<file path="src/hdl/assert_macros.svh">
// ---------------------------------------------------------------------------
// assert_macros.svh
// Clocked assertion helpers, compiled out for synthesis.
// ---------------------------------------------------------------------------
`ifndef ASSERT_MACROS_SVH
`define ASSERT_MACROS_SVH

`ifndef SYNTHESIS
// property must hold at every edge outside reset
`define FRT_ASSERT(lbl, clk_s, rst_s, prop) \
  lbl: assert property (@(posedge clk_s) disable iff (!rst_s) (prop)) \
    else $error("assertion failed");
// expression must never be true outside reset
`define FRT_ASSERT_NEVER(lbl, clk_s, rst_s, expr) \
  lbl: assert property (@(posedge clk_s) disable iff (!rst_s) !(expr)) \
    else $error("forbidden condition seen");
`else
`define FRT_ASSERT(lbl, clk_s, rst_s, prop)
`define FRT_ASSERT_NEVER(lbl, clk_s, rst_s, expr)
`endif

`endif

</file>
<file path="src/hdl/frt_pkg.sv">
// ---------------------------------------------------------------------------
// frt_pkg
// Shared constants, outcome codes and compare status for the tracker.
// ---------------------------------------------------------------------------
package frt_pkg;

  localparam int FRT_MAX_SETS      = 8;
  localparam int FRT_MAX_FRAGMENTS = 64;
  localparam int FRT_NONCE_BITS    = 32;

  localparam int HOST_W  = 32;
  localparam int PORT_W  = 16;
  localparam int NONCE_W = 32;
  localparam int TOTAL_W = 7;
  localparam int INDEX_W = 6;
  localparam int SLOT_W  = 3;
  localparam int CFG_W   = 4;

  localparam logic [CFG_W-1:0] CFG_SETS_RESET = 4'd8;

  typedef enum logic [1:0] {
    OC_NEW    = 2'd0,
    OC_ADDED  = 2'd1,
    OC_DUP    = 2'd2,
    OC_REJECT = 2'd3
  } outcome_t;

  // status from the shared entry compare unit
  typedef struct packed {
    logic match;
    logic dup;
    logic complete;
  } cmp_res_t;

endpackage

</file>
<file path="src/hdl/frt_table.sv">
// ---------------------------------------------------------------------------
// frt_table
// Entry store: one write port, one read port with registered read data.
// ---------------------------------------------------------------------------
module frt_table
  import frt_pkg::*;
#(
  parameter int WIDTH = 64,
  parameter int DEPTH = FRT_MAX_SETS,
  parameter int AW    = 3
) (
  input  logic             clk,
  input  logic             we,
  input  logic [AW-1:0]    waddr,
  input  logic [WIDTH-1:0] wdata,
  input  logic             re,
  input  logic [AW-1:0]    raddr,
  output logic [WIDTH-1:0] rdata_r
);

  logic [WIDTH-1:0] mem [DEPTH];

  always_ff @(posedge clk) begin
    if (we) begin
      mem[waddr] <= wdata;
    end
  end

  always_ff @(posedge clk) begin
    if (re) begin
      rdata_r <= mem[raddr];
    end
  end

endmodule

</file>
<file path="src/hdl/frt_cmp.sv">
// ---------------------------------------------------------------------------
// frt_cmp
// Shared compare unit: key match, seen-bit test and bitmap/count update.
// ---------------------------------------------------------------------------
module frt_cmp
  import frt_pkg::*;
#(
  parameter int NB  = 32,
  parameter int MF  = FRT_MAX_FRAGMENTS,
  parameter int AW  = 7,
  parameter int FIW = 6
) (
  input  logic               ent_valid,
  input  logic [HOST_W-1:0]  ent_host,
  input  logic [PORT_W-1:0]  ent_port,
  input  logic [NB-1:0]      ent_nonce,
  input  logic [TOTAL_W-1:0] ent_total,
  input  logic [MF-1:0]      ent_seen,
  input  logic [AW-1:0]      ent_arrived,
  input  logic [HOST_W-1:0]  key_host,
  input  logic [PORT_W-1:0]  key_port,
  input  logic [NB-1:0]      key_nonce,
  input  logic [TOTAL_W-1:0] key_total,
  input  logic [FIW-1:0]     key_index,
  output cmp_res_t           res,
  output logic [MF-1:0]      seen_nxt,
  output logic [AW-1:0]      arrived_nxt
);

  logic [MF-1:0] bit_sel;
  logic          seen_hit;

  assign bit_sel  = MF'(1) << key_index;
  assign seen_hit = |(ent_seen & bit_sel);

  assign seen_nxt    = ent_seen | bit_sel;
  assign arrived_nxt = ent_arrived + AW'(1);

  always_comb begin
    res.match = ent_valid && (ent_host == key_host) && (ent_port == key_port) &&
                (ent_nonce == key_nonce) && (ent_total == key_total);
    res.dup   = seen_hit;
    // a duplicate leaves the count as is
    res.complete = seen_hit ? (TOTAL_W'(ent_arrived) == ent_total)
                            : (TOTAL_W'(arrived_nxt) == ent_total);
  end

endmodule

</file>
<file path="src/hdl/fragment_reassembly_tracker_unit.sv">
// ---------------------------------------------------------------------------
// fragment_reassembly_tracker_unit
// Tracks partial fragmented messages in a FIFO-evicted table of entries.
// ---------------------------------------------------------------------------
//
//  channel | ports                                  | direction
//  --------+----------------------------------------+----------
//  in      | in_valid/in_ready + fragment header    | sink
//  out     | out_valid/out_ready + slot/outcome/... | source
//  cfg     | cfg_valid/cfg_ready + cfg_sets_in_use  | sink
//
//  A fragment that matches the j-th newest entry is accepted, the j newest
//  entries are read with the shared compare one read behind, and the result
//  is handed over. A fragment that opens an entry is accepted, all live
//  entries are read, the compare is drained and the search closed, oldest
//  entries are evicted one at a time as needed, the new entry is opened and
//  the result handed over. The single-read-port store and the one shared
//  compare unit make the search go one entry at a time. Bad headers skip
//  the search. in_ready is low while a fragment is in work. A finished
//  result waits in the output register; a new fragment may be taken while
//  it waits, and its own result stalls until the register is free. Reset
//  clears all entry valid bits at once; no clearing pass is needed.
//
// ---------------------------------------------------------------------------
`include "assert_macros.svh"

module fragment_reassembly_tracker_unit
  import frt_pkg::*;
#(
  parameter int MAX_SETS      = FRT_MAX_SETS,
  parameter int MAX_FRAGMENTS = FRT_MAX_FRAGMENTS,
  parameter int NONCE_BITS    = FRT_NONCE_BITS
) (
  input  logic               clk,
  input  logic               rst_n,
  // fragment header transactions
  input  logic               in_valid,
  output logic               in_ready,
  input  logic [HOST_W-1:0]  in_sender_host,
  input  logic [PORT_W-1:0]  in_sender_port,
  input  logic [NONCE_W-1:0] in_message_nonce,
  input  logic [TOTAL_W-1:0] in_fragment_total,
  input  logic [INDEX_W-1:0] in_fragment_index,
  // result transactions
  output logic               out_valid,
  input  logic               out_ready,
  output logic [SLOT_W-1:0]  out_slot,
  output logic [1:0]         out_outcome,
  output logic               out_evicted,
  output logic               out_message_complete,
  // configuration write
  input  logic               cfg_valid,
  output logic               cfg_ready,
  input  logic [CFG_W-1:0]   cfg_sets_in_use
);

  // only the low NONCE_BITS bits of the nonce, at most the port width, are ever compared
  localparam int NB   = (NONCE_BITS < NONCE_W) ? NONCE_BITS : NONCE_W;
  localparam int SW   = (MAX_SETS > 1) ? $clog2(MAX_SETS) : 1;
  localparam int OCW  = $clog2(MAX_SETS + 1);
  localparam int AW   = $clog2(MAX_FRAGMENTS + 1);
  localparam int FIW  = $clog2(MAX_FRAGMENTS);
  localparam int WORD = HOST_W + PORT_W + NB + TOTAL_W + MAX_FRAGMENTS + AW;

  localparam logic [SW-1:0] LAST_SLOT = SW'(MAX_SETS - 1);

  typedef enum logic [1:0] {
    ST_IDLE,
    ST_SEARCH,
    ST_EVICT,
    ST_RESULT
  } state_t;

  state_t                state_r;

  // table bookkeeping
  logic [MAX_SETS-1:0]   valid_r;
  logic [SW-1:0]         oldest_r;
  logic [SW-1:0]         tail_r;      // slot the next new entry goes to
  logic [OCW-1:0]        occ_r;
  logic [CFG_W-1:0]      sets_r;

  // search sequencer
  logic [SW-1:0]         rd_ptr_r;
  logic [OCW-1:0]        issue_left_r;
  logic [SW-1:0]         cmp_slot_r;
  logic                  cmp_vld_r;

  // captured fragment key
  logic [HOST_W-1:0]     key_host_r;
  logic [PORT_W-1:0]     key_port_r;
  logic [NB-1:0]         key_nonce_r;
  logic [TOTAL_W-1:0]    key_total_r;
  logic [FIW-1:0]        key_index_r;

  // pending result
  logic [SW-1:0]         res_slot_r;
  outcome_t              res_outcome_r;
  logic                  res_evicted_r;
  logic                  res_complete_r;

  // output register
  logic                  out_valid_r;
  logic [SW-1:0]         out_slot_r;
  outcome_t              out_outcome_r;
  logic                  out_evicted_r;
  logic                  out_complete_r;

  // entry store ports
  logic                  tbl_we;
  logic [SW-1:0]         tbl_waddr;
  logic [WORD-1:0]       tbl_wdata;
  logic                  tbl_re;
  logic [WORD-1:0]       tbl_rdata;

  // unpacked read word
  logic [HOST_W-1:0]        ent_host;
  logic [PORT_W-1:0]        ent_port;
  logic [NB-1:0]            ent_nonce;
  logic [TOTAL_W-1:0]       ent_total;
  logic [MAX_FRAGMENTS-1:0] ent_seen;
  logic [AW-1:0]            ent_arrived;

  cmp_res_t                 cmp_res;
  logic [MAX_FRAGMENTS-1:0] seen_nxt;
  logic [AW-1:0]            arrived_nxt;

  logic                  in_acc;
  logic                  bad_hdr;
  logic                  hit;
  logic                  must_evict;
  logic [OCW-1:0]        cap;
  logic                  out_free;

  assign in_ready  = (state_r == ST_IDLE);
  assign cfg_ready = 1'b1;
  assign in_acc    = in_valid && in_ready;
  assign out_free  = !out_valid_r || out_ready;

  assign out_valid            = out_valid_r;
  assign out_slot             = SLOT_W'(out_slot_r);
  assign out_outcome          = out_outcome_r;
  assign out_evicted          = out_evicted_r;
  assign out_message_complete = out_complete_r;

  // zero count, count beyond the table's bitmap, or index past the count
  assign bad_hdr = (in_fragment_total == '0) ||
                   (int'(in_fragment_total) > MAX_FRAGMENTS) ||
                   ({1'b0, in_fragment_index} >= in_fragment_total);

  // register value 0 acts as 1, values above the table depth are clipped
  always_comb begin
    if (sets_r == '0) begin
      cap = OCW'(1);
    end else if (int'(sets_r) > MAX_SETS) begin
      cap = OCW'(MAX_SETS);
    end else begin
      cap = OCW'(sets_r);
    end
  end

  assign must_evict = (occ_r >= cap) && (occ_r != '0);
  assign hit        = cmp_vld_r && cmp_res.match;

  assign {ent_host, ent_port, ent_nonce, ent_total, ent_seen, ent_arrived} = tbl_rdata;

  // one read per search cycle while reads remain, walking from newest toward oldest
  assign tbl_re = (state_r == ST_SEARCH) && (issue_left_r != '0);

  always_comb begin
    tbl_we    = 1'b0;
    tbl_waddr = cmp_slot_r;
    tbl_wdata = {key_host_r, key_port_r, key_nonce_r, key_total_r, seen_nxt, arrived_nxt};
    if (state_r == ST_SEARCH && hit && !cmp_res.dup) begin
      tbl_we = 1'b1;
    end else if (state_r == ST_EVICT && !must_evict) begin
      tbl_we    = 1'b1;
      tbl_waddr = tail_r;
      tbl_wdata = {key_host_r, key_port_r, key_nonce_r, key_total_r,
                   MAX_FRAGMENTS'(1) << key_index_r, AW'(1)};
    end
  end

  frt_table #(
    .WIDTH (WORD),
    .DEPTH (MAX_SETS),
    .AW    (SW)
  ) u_table (
    .clk     (clk),
    .we      (tbl_we),
    .waddr   (tbl_waddr),
    .wdata   (tbl_wdata),
    .re      (tbl_re),
    .raddr   (rd_ptr_r),
    .rdata_r (tbl_rdata)
  );

  frt_cmp #(
    .NB  (NB),
    .MF  (MAX_FRAGMENTS),
    .AW  (AW),
    .FIW (FIW)
  ) u_cmp (
    .ent_valid   (valid_r[cmp_slot_r]),
    .ent_host    (ent_host),
    .ent_port    (ent_port),
    .ent_nonce   (ent_nonce),
    .ent_total   (ent_total),
    .ent_seen    (ent_seen),
    .ent_arrived (ent_arrived),
    .key_host    (key_host_r),
    .key_port    (key_port_r),
    .key_nonce   (key_nonce_r),
    .key_total   (key_total_r),
    .key_index   (key_index_r),
    .res         (cmp_res),
    .seen_nxt    (seen_nxt),
    .arrived_nxt (arrived_nxt)
  );

  always_ff @(posedge clk) begin
    if (!rst_n) begin
      state_r      <= ST_IDLE;
      valid_r      <= '0;
      oldest_r     <= '0;
      tail_r       <= '0;
      occ_r        <= '0;
      sets_r       <= CFG_SETS_RESET;
      cmp_vld_r    <= 1'b0;
      issue_left_r <= '0;
      out_valid_r  <= 1'b0;
    end else begin
      if (cfg_valid && cfg_ready) begin
        sets_r <= cfg_sets_in_use;
      end
      // in ST_RESULT the hand-over below refills the register instead
      if (out_valid_r && out_ready && state_r != ST_RESULT) begin
        out_valid_r <= 1'b0;
      end

      unique case (state_r)
        ST_IDLE: begin
          if (in_acc) begin
            key_host_r    <= in_sender_host;
            key_port_r    <= in_sender_port;
            key_nonce_r   <= in_message_nonce[NB-1:0];
            key_total_r   <= in_fragment_total;
            key_index_r   <= in_fragment_index[FIW-1:0];
            res_evicted_r <= 1'b0;
            cmp_vld_r     <= 1'b0;
            issue_left_r  <= occ_r;
            rd_ptr_r      <= (tail_r == '0) ? LAST_SLOT : tail_r - SW'(1);
            if (bad_hdr) begin
              res_slot_r     <= '0;
              res_outcome_r  <= OC_REJECT;
              res_complete_r <= 1'b0;
              state_r        <= ST_RESULT;
            end else begin
              state_r <= ST_SEARCH;
            end
          end
        end

        ST_SEARCH: begin
          // pipelined: compare last read while issuing the next
          if (tbl_re) begin
            cmp_slot_r   <= rd_ptr_r;
            rd_ptr_r     <= (rd_ptr_r == '0) ? LAST_SLOT : rd_ptr_r - SW'(1);
            issue_left_r <= issue_left_r - OCW'(1);
          end
          cmp_vld_r <= tbl_re;
          if (hit) begin
            res_slot_r     <= cmp_slot_r;
            res_outcome_r  <= cmp_res.dup ? OC_DUP : OC_ADDED;
            res_complete_r <= cmp_res.complete;
            state_r        <= ST_RESULT;
          end else if (!cmp_vld_r && issue_left_r == '0) begin
            state_r <= ST_EVICT;
          end
        end

        ST_EVICT: begin
          if (must_evict) begin
            // drop the oldest entry, one per cycle
            valid_r[oldest_r] <= 1'b0;
            oldest_r          <= (oldest_r == LAST_SLOT) ? '0 : oldest_r + SW'(1);
            occ_r             <= occ_r - OCW'(1);
            res_evicted_r     <= 1'b1;
          end else begin
            valid_r[tail_r] <= 1'b1;
            tail_r          <= (tail_r == LAST_SLOT) ? '0 : tail_r + SW'(1);
            occ_r           <= occ_r + OCW'(1);
            res_slot_r      <= tail_r;
            res_outcome_r   <= OC_NEW;
            res_complete_r  <= (key_total_r == TOTAL_W'(1));
            state_r         <= ST_RESULT;
          end
        end

        ST_RESULT: begin
          if (out_free) begin
            out_valid_r    <= 1'b1;
            out_slot_r     <= res_slot_r;
            out_outcome_r  <= res_outcome_r;
            out_evicted_r  <= res_evicted_r;
            out_complete_r <= res_complete_r;
            state_r        <= ST_IDLE;
          end
        end

        default: begin
          state_r <= ST_IDLE;
        end
      endcase
    end
  end

  // valid bits and occupancy must track each other
  `FRT_ASSERT(a_occ_count, clk, rst_n, $countones(valid_r) == int'(occ_r))
  `FRT_ASSERT_NEVER(a_occ_max, clk, rst_n, int'(occ_r) > MAX_SETS)
  // every slot the search compares lies inside the live ring
  `FRT_ASSERT(a_cmp_live, clk, rst_n,
              (state_r == ST_SEARCH && cmp_vld_r) |-> valid_r[cmp_slot_r])
  // a rejected header reports no slot, eviction or completion
  `FRT_ASSERT(a_reject_clean, clk, rst_n,
              (out_valid_r && out_outcome_r == OC_REJECT) |->
                (out_slot_r == '0 && !out_evicted_r && !out_complete_r))

endmodule
</file>
<file path="config.mk">
export PLATFORM = sky130hd
export DESIGN_NAME = fragment_reassembly_tracker_unit
export DESIGN_NICKNAME = d
export VERILOG_FILES = /design/src/hdl/frt_pkg.sv /design/src/hdl/frt_table.sv /design/src/hdl/frt_cmp.sv /design/src/hdl/fragment_reassembly_tracker_unit.sv
export VERILOG_INCLUDE_DIRS = /design/src /design/src/hdl
export SDC_FILE = /design/constraint.sdc
export NUM_CORES = 1
export LEC_CHECK = 0
export ABC_AREA = 1
export BUFFER_PORTS_ARGS = -buffer_cell sky130_fd_sc_hd__clkbuf_2
export CAP_MARGIN = 20
export CORE_ASPECT_RATIO = 0.6
export CORE_MARGIN = 1.5
export CORE_UTILIZATION = 34
export CTS_CLUSTER_DIAMETER = 60
export CTS_CLUSTER_SIZE = 40
export DETAILED_ROUTE_END_ITERATION = 10
export SETUP_SLACK_MARGIN = 0.3
export SLEW_MARGIN = 20
export SYNTH_ARGS = -nofsm -noshare
export SYNTH_HDL_FRONTEND = slang
export SYNTH_SLANG_ARGS = --single-unit
</file>
<file path="constraint.sdc">
create_clock -name clk -period 8.7 [get_ports clk]
set_input_delay 0 -clock clk [delete_from_list [all_inputs] [get_ports clk]]
set_output_delay 0 -clock clk [all_outputs]
set_load 0.05 [all_outputs]
</file>
# After elaboration in Yosys (flattened, before gate mapping)
# Memory sizes are Yosys's and may differ from the RTL's. A register that Yosys moved wholly into a read port is not among the register bits.
# Cells that the tools add are included.
[word_totals] reg_bits=143 ramBits=1264 in_bits=102 out_inout_bits=10 word_cells=175 memories=1
[classes] addsub=8 order_cmp=9 n_eq_ne=21 shifts=1 mux=59 n_bitwise=6 n_reduce_logical=46
[mem_list] memory="u_table.mem" depth=8 width=158 rd=1 rd_ports_with_merged_regs=1 write_ports=1 line_no="frt_table.sv:21" text="logic [WIDTH-1:0] mem [DEPTH];"
[op_table] operator="2-to-1 mux 71 bit" n=2
[op_table] operator="bitwise AND 64 bit" n=1
[op_table] operator="equality test 32 bit" n=2
[op_table] operator="bitwise OR 64 bit" n=1
[op_table] operator="OR reduction 64 bit" n=1
[op_table] operator="<< shifter 1 x 6 -> 64 bit, first input constant" n=1
[op_table] operator="2-to-1 mux 3 bit" n=12
[op_table] operator="2-to-1 mux 2 bit" n=11
[op_table] operator="equality test 7 bit" n=3
[op_table] operator="2-to-1 mux 4 bit" n=5
[op_table] operator="2-to-1 mux 1 bit" n=17
[op_table] operator="equality test 16 bit" n=1
[op_table] operator="logical AND 1 bit" n=16
[op_table] operator="< comparator 3 x 4 -> 1 bit, second input constant" n=3
[op_table] operator="!= test 2 bit, second input constant" n=6
[op_table] operator="AND reduction 3 bit" n=4
[op_table] operator="AND reduction 4 bit" n=3
[op_table] operator="one-hot mux 3 bit (3 select lines)" n=1
[op_table] operator="bitwise AND 8 bit" n=1
[op_table] operator="logical NOT 4 bit" n=2
[op_table] operator="2-to-1 mux 8 bit" n=1
[op_table] operator="NOT 8 bit" n=1
[op_table] operator="bitwise OR 8 bit" n=1
[op_table] operator="one-hot mux 2 bit (4 select lines)" n=1
[op_table] operator="other kinds (34)" n=53

# Depth between registers and ports, before layout
[depth] word_depth=12 ltp_mapped=20 mapped_depth_nobuf=19

# Modules after synthesis
# Synthesis repeated with hierarchy kept, for this count alone.
[hier_totals] hier_cells=6968 hier_area_um2=69514.2
[by_module_without_submodules] mod="frt_table" n_inst=1 cells_each=5636 area_per_inst_um2=59545.9 seq_area_each_um2=42701.0
[by_module_without_submodules] mod="fragment_reassembly_tracker_unit" n_inst=1 cells_each=802 area_per_inst_um2=7006.7 seq_area_each_um2=3993.8
[by_module_without_submodules] mod="frt_cmp" n_inst=1 cells_each=530 area_per_inst_um2=2961.6 seq_area_each_um2=0.0

# Worst setup path after synthesis
# No wires, ideal clock.
[synth_timing] path_type="flip-flop to flip-flop" from="register key_index_r[4]" to="memory u_table.mem[3][0] (netlist bit) (enable)" setup_ns=0.679 arrival_time_ns=8.753 required_ns=8.021 path_slack_ns=-0.732 path_stages_with_launch=21 path_buffers=3 synth_period_minus_slack_ns=9.432 cell_sequence="edfxtp_1 buf_4 inv_2 buf_4 nor2_1 nand3_1 nand2_1 nor2_1 nand2_1 nor2_1 nand2_2 nor2_4 inv_2 nor2_2 nand2_2 nand2_4 buf_6 nand2_1 o21ai_1 nand2_1 nor2_1"
[synth_between] elab_chain_cells=8
[synth_rtl] item="start: declaration" line_no="fragment_reassembly_tracker_unit.sv:94" text="logic [FIW-1:0] key_index_r;"
[synth_rtl] item="start signal: assignment" line_no="fragment_reassembly_tracker_unit.sv:248" text="key_index_r <= in_fragment_index[FIW-1:0];"
[synth_rtl] item="<< shifter 1 x 6 -> 64 bit *" line_no="frt_cmp.sv:33" text="assign bit_sel = MF'(1) << key_index;"
[synth_rtl] item="bitwise AND 64 bit *" line_no="frt_cmp.sv:34" text="assign seen_hit = |(ent_seen & bit_sel);"
[synth_rtl] item="OR reduction 64 bit *" line_no="frt_cmp.sv:34"
[synth_rtl] item="logical NOT 1 bit *" line_no="fragment_reassembly_tracker_unit.sv:174" text="if (state_r == ST_SEARCH && hit && !cmp_res.dup) begin"
[synth_rtl] item="logical AND 1 bit *" line_no="fragment_reassembly_tracker_unit.sv:174"
[synth_rtl] item="2-to-1 mux 1 bit" line_no="fragment_reassembly_tracker_unit.sv:174"
[synth_rtl] item="2-to-1 mux 1 bit" line_no="frt_table.sv:24" text="if (we) begin"
[synth_rtl] item="2-to-1 mux 1 bit (implied by the code)" line_no="frt_table.sv:25" text="mem[waddr] <= wdata;"
[synth_rtl] item="end: declaration" line_no="frt_table.sv:21"
# Every way passes the cells marked *; elsewhere a longest branch is shown, timed or not.

# Final worst setup path
[layout_timing] from="register key_index_r[4]" to="memory u_table.mem[3][36] (netlist bit) (enable)"
# Same word-level chain as after synthesis.

==> impl_metrics.ini <==
[job]
max_cap_violations = 0

[placed_design]
place_ws_ns = 2.55
hpwl_um = 80200
dp.cells = 7032
placement.io_buffers = 110
gp_congestion = 0.807

[clock_network]
h-tree-depth = 2
cts_tree = done
cts_setup_buffers = 0
clock_tree.root_cell = clkbuf_16
cts.path.max_buffers = 3
cts-buffers-inserted = 57
clkSlewWorstSetupHoldPaths_ns = 0.14
cts_resized = 0
clock-sinks = 1565
ctsHoldBuffers = 168
clk_latency_ns = 0.75

[timing]
report.final.slew_viol_count = 0
fin_ws_ns = 2.50
period_needed_ns = 6.20
relSlewSlack = 0.206
worst-slew-pin-transition_ns = 1.19
skew_ns = 0.0763
whs_ns = 0.0295
finalSetupViolCount = 0
timing.final.crit_share = 0.713
rsz0062_at_grt = no
hold_viol = 0
timing.fmax_ghz = 0.161

[setup_path]
worstPathRequired_ns = 9.08
timing.rr.end = u_table.mem[3][36]
slowest_stage = nor2_4
max_stage_delay_ns = 0.90
path_cells = buf_4 > inv_2 > nand4_1 > nor2_1 > nand2_1 > nand2_1 > nor2_1 > nand2_1 > nor2_1 > nand2_2 > nor2_4 > inv_2 > nor2_2 > nand2_2 > nand2_4 > nand2_1 > o21ai_1 > nand2_1 > nor2_4 > buf_4
crit_fanout = 72
crit_arrival_ns = 6.58
cp_common_cell = nand2_1
path_buf_inv = 4
rr_startpoint = key_index_r[4]
rrSetupSlack_ns = 2.50
cp-end-kind = register
cp-start-kind = register
critPathTopFamily = simple AND/OR/NAND/NOR gates
r2r_cells = 20
worstSetupPathType = register to register

[floorplan]
rows = 120
ios = 112
start_util = 0.344
die_w_um = 553
core_um2 = 179000
dieArea_um2 = 184000
fp.dieH_um = 333

[logic_synthesis]
synth_edf_count = 1535
synth_top_area_cell = edfxtp_1
ys_seq_area_frac = 0.756
synth_most_common_cell = edfxtp_1
synth_fp_nets = 4904
synth_area_leaders = edfxtp_1, nor2_1, o21ai_0
syn_inst = 4775
synth_commonest_cells = edfxtp_1, nor2_1, o21ai_0
netlist_area_um2 = 61800
synth_area_per_cell_um2 = 12.9
synthArstFlopShare = 0
synth-warning-count = 0
yosysTopAreaCellShare = 0.746
synth_cell_types = 45
ys.flop_type = edfxtp_1
ys_seq_elements = 1565

[min_path]
hold_path_end = key_nonce_r[29]
min_path_type = primary input to register
worstHoldPathCells = 2
hold_path_startpoint = in_message_nonce[29]

[detailed_routing]
vias_per_cell = 5.21
wire_per_inst_um = 20.6
vias = 38100
drc = 0
firstDrtPassIters = 5
ant_nets = 0
routed_wl_um = 151000
drtIter0Drc = 4234

[global_routing]
track_usage = 0.158
antenna_found_initial = 5
grt_start_max_net_pins = 234
grt_pass1_wl_um = 226000
grt_pass1_vias = 35100
grt_overflow_total = 0

[run_status]
status = complete, no violations

[layout]
finalNetCount = 5010
final_layout_size_suffix_gt1_frac = 0.0617
fin_cells = 7306
fillers = 16700
syn_to_final_growth_pct = 11.3

[power_and_ir_drop]
p_total_mw = 18.1
power.leakage_nw = 22.1
powerDensity_nw_per_um2 = 263
peakVddDrop_mv = 0.239
[kinds of logic (layout without fill, tap and decap cells)]
group | Yosys count | count (layout) | share of synthesized area
flops | 1565 | 1565 | 0.756
simple gates | 1558 | 1558 | 0.0999
compound gates | 1155 | 1155 | 0.105
buf+inv | 422 | 573 | 0.0263
xor+xnor | 47 | 47 | 0.00667
fa+ha+maj | 27 | 27 | 0.00559
other cells | 1 | 2 | 0.0000607
[routing by layer]
layer	routed length (µm)	global-route usage	up-vias
met5	0	0	-
li1	-	-	17600
met1	72900	0.250	19100
met3	12100	0.0304	111
met4	1660	0.0223	0
met2	64100	0.228	1290
[per-stage QoR]
stage / utilization / TNS, ns / area (µm²)
finish: 0.383 / 0 / 68700
global route: 0.383 / 0 / 68700
CTS: 0.383 / 0 / 68700
detailed placement: 0.362 / 0 / 64900
global placement: 0.362 / 0 / 64900
floorplan: - / -897.87 / 61800
[layout make-up]
type	count	area, µm²	share of cell area
clock inverters	44	617	0.00897
flip-flops and latches	1565	46700	0.679
repair buffers	333	2910	0.0423
multi-input cells	2788	13500	0.197
diodes	1	2.50	0.0000364
well taps	2379	2980	0.0433
inverters	136	533	0.00775
clock buffers	60	1480	0.0215
[cell usage in the layout (no fill, tap or decap), drive strengths merged, types with 2 or more instances in the layout]
master       count
nor3            13
o211ai           5
nand4           65
a21oi           32
a211oi          10
ha              26
a32o            47
nor2          1222
o2111ai          2
dfxtp           30
clkinv          16
nand3           39
buf             55
o21bai           4
clkbuf         170
inv            159
xor2            26
or2             10
o21ai          716
xnor2           21
edfxtp        1535
o22ai          168
clkinvlp         4
nor3b            2
a221oi           3
o221ai           2
o31ai            2
nor4             6
a31oi          162
dlygate4sd3    168
nand2          198
[power by group]
| group | switching [mW] | total (mW) | internal [mW] |
|---|---|---|---|
| sequential | 0.381 | 10.1 | 9.68 |
| clock | 2.48 | 3.90 | 1.42 |
| combinational | 3.01 | 4.11 | 1.10 |
| total | 5.88 | 18.1 | 12.2 |
[registers in the layout, indices dropped and copies added (netlist names), 2 cells and up]
name             cells
sets_r               4
key_nonce_r         32
res_outcome_r        2
key_total_r          7
valid_r              8
out_slot             3
u_table.rdata_r    158
key_index_r          6
oldest_r             3
issue_left_r         4
u_table.mem       1264
out_outcome          2
state_r              2
key_host_r          32
cmp_slot_r           3
rd_ptr_r             3
res_slot_r           3
key_port_r          16
occ_r                4
tail_r               3
[worst max path at each step]
stage | from | end | slack (ns) | depth (start not counted)
CTS | key_index_r[4] | u_table.mem[3][52] | 2.52 | 20
detailed placement | key_index_r[5] | u_table.mem[3][20] | 2.55 | 19
finish | key_index_r[4] | u_table.mem[3][36] | 2.50 | 20
global route | key_index_r[4] | u_table.mem[3][60] | 2.01 | 20
floorplan | key_index_r[4] | u_table.mem[3][0] | -0.73 | 20
global placement | key_index_r[5] | u_table.mem[3][150] | 2.80 | 19
No activity file was read; power rests on OpenSTA's default activity.
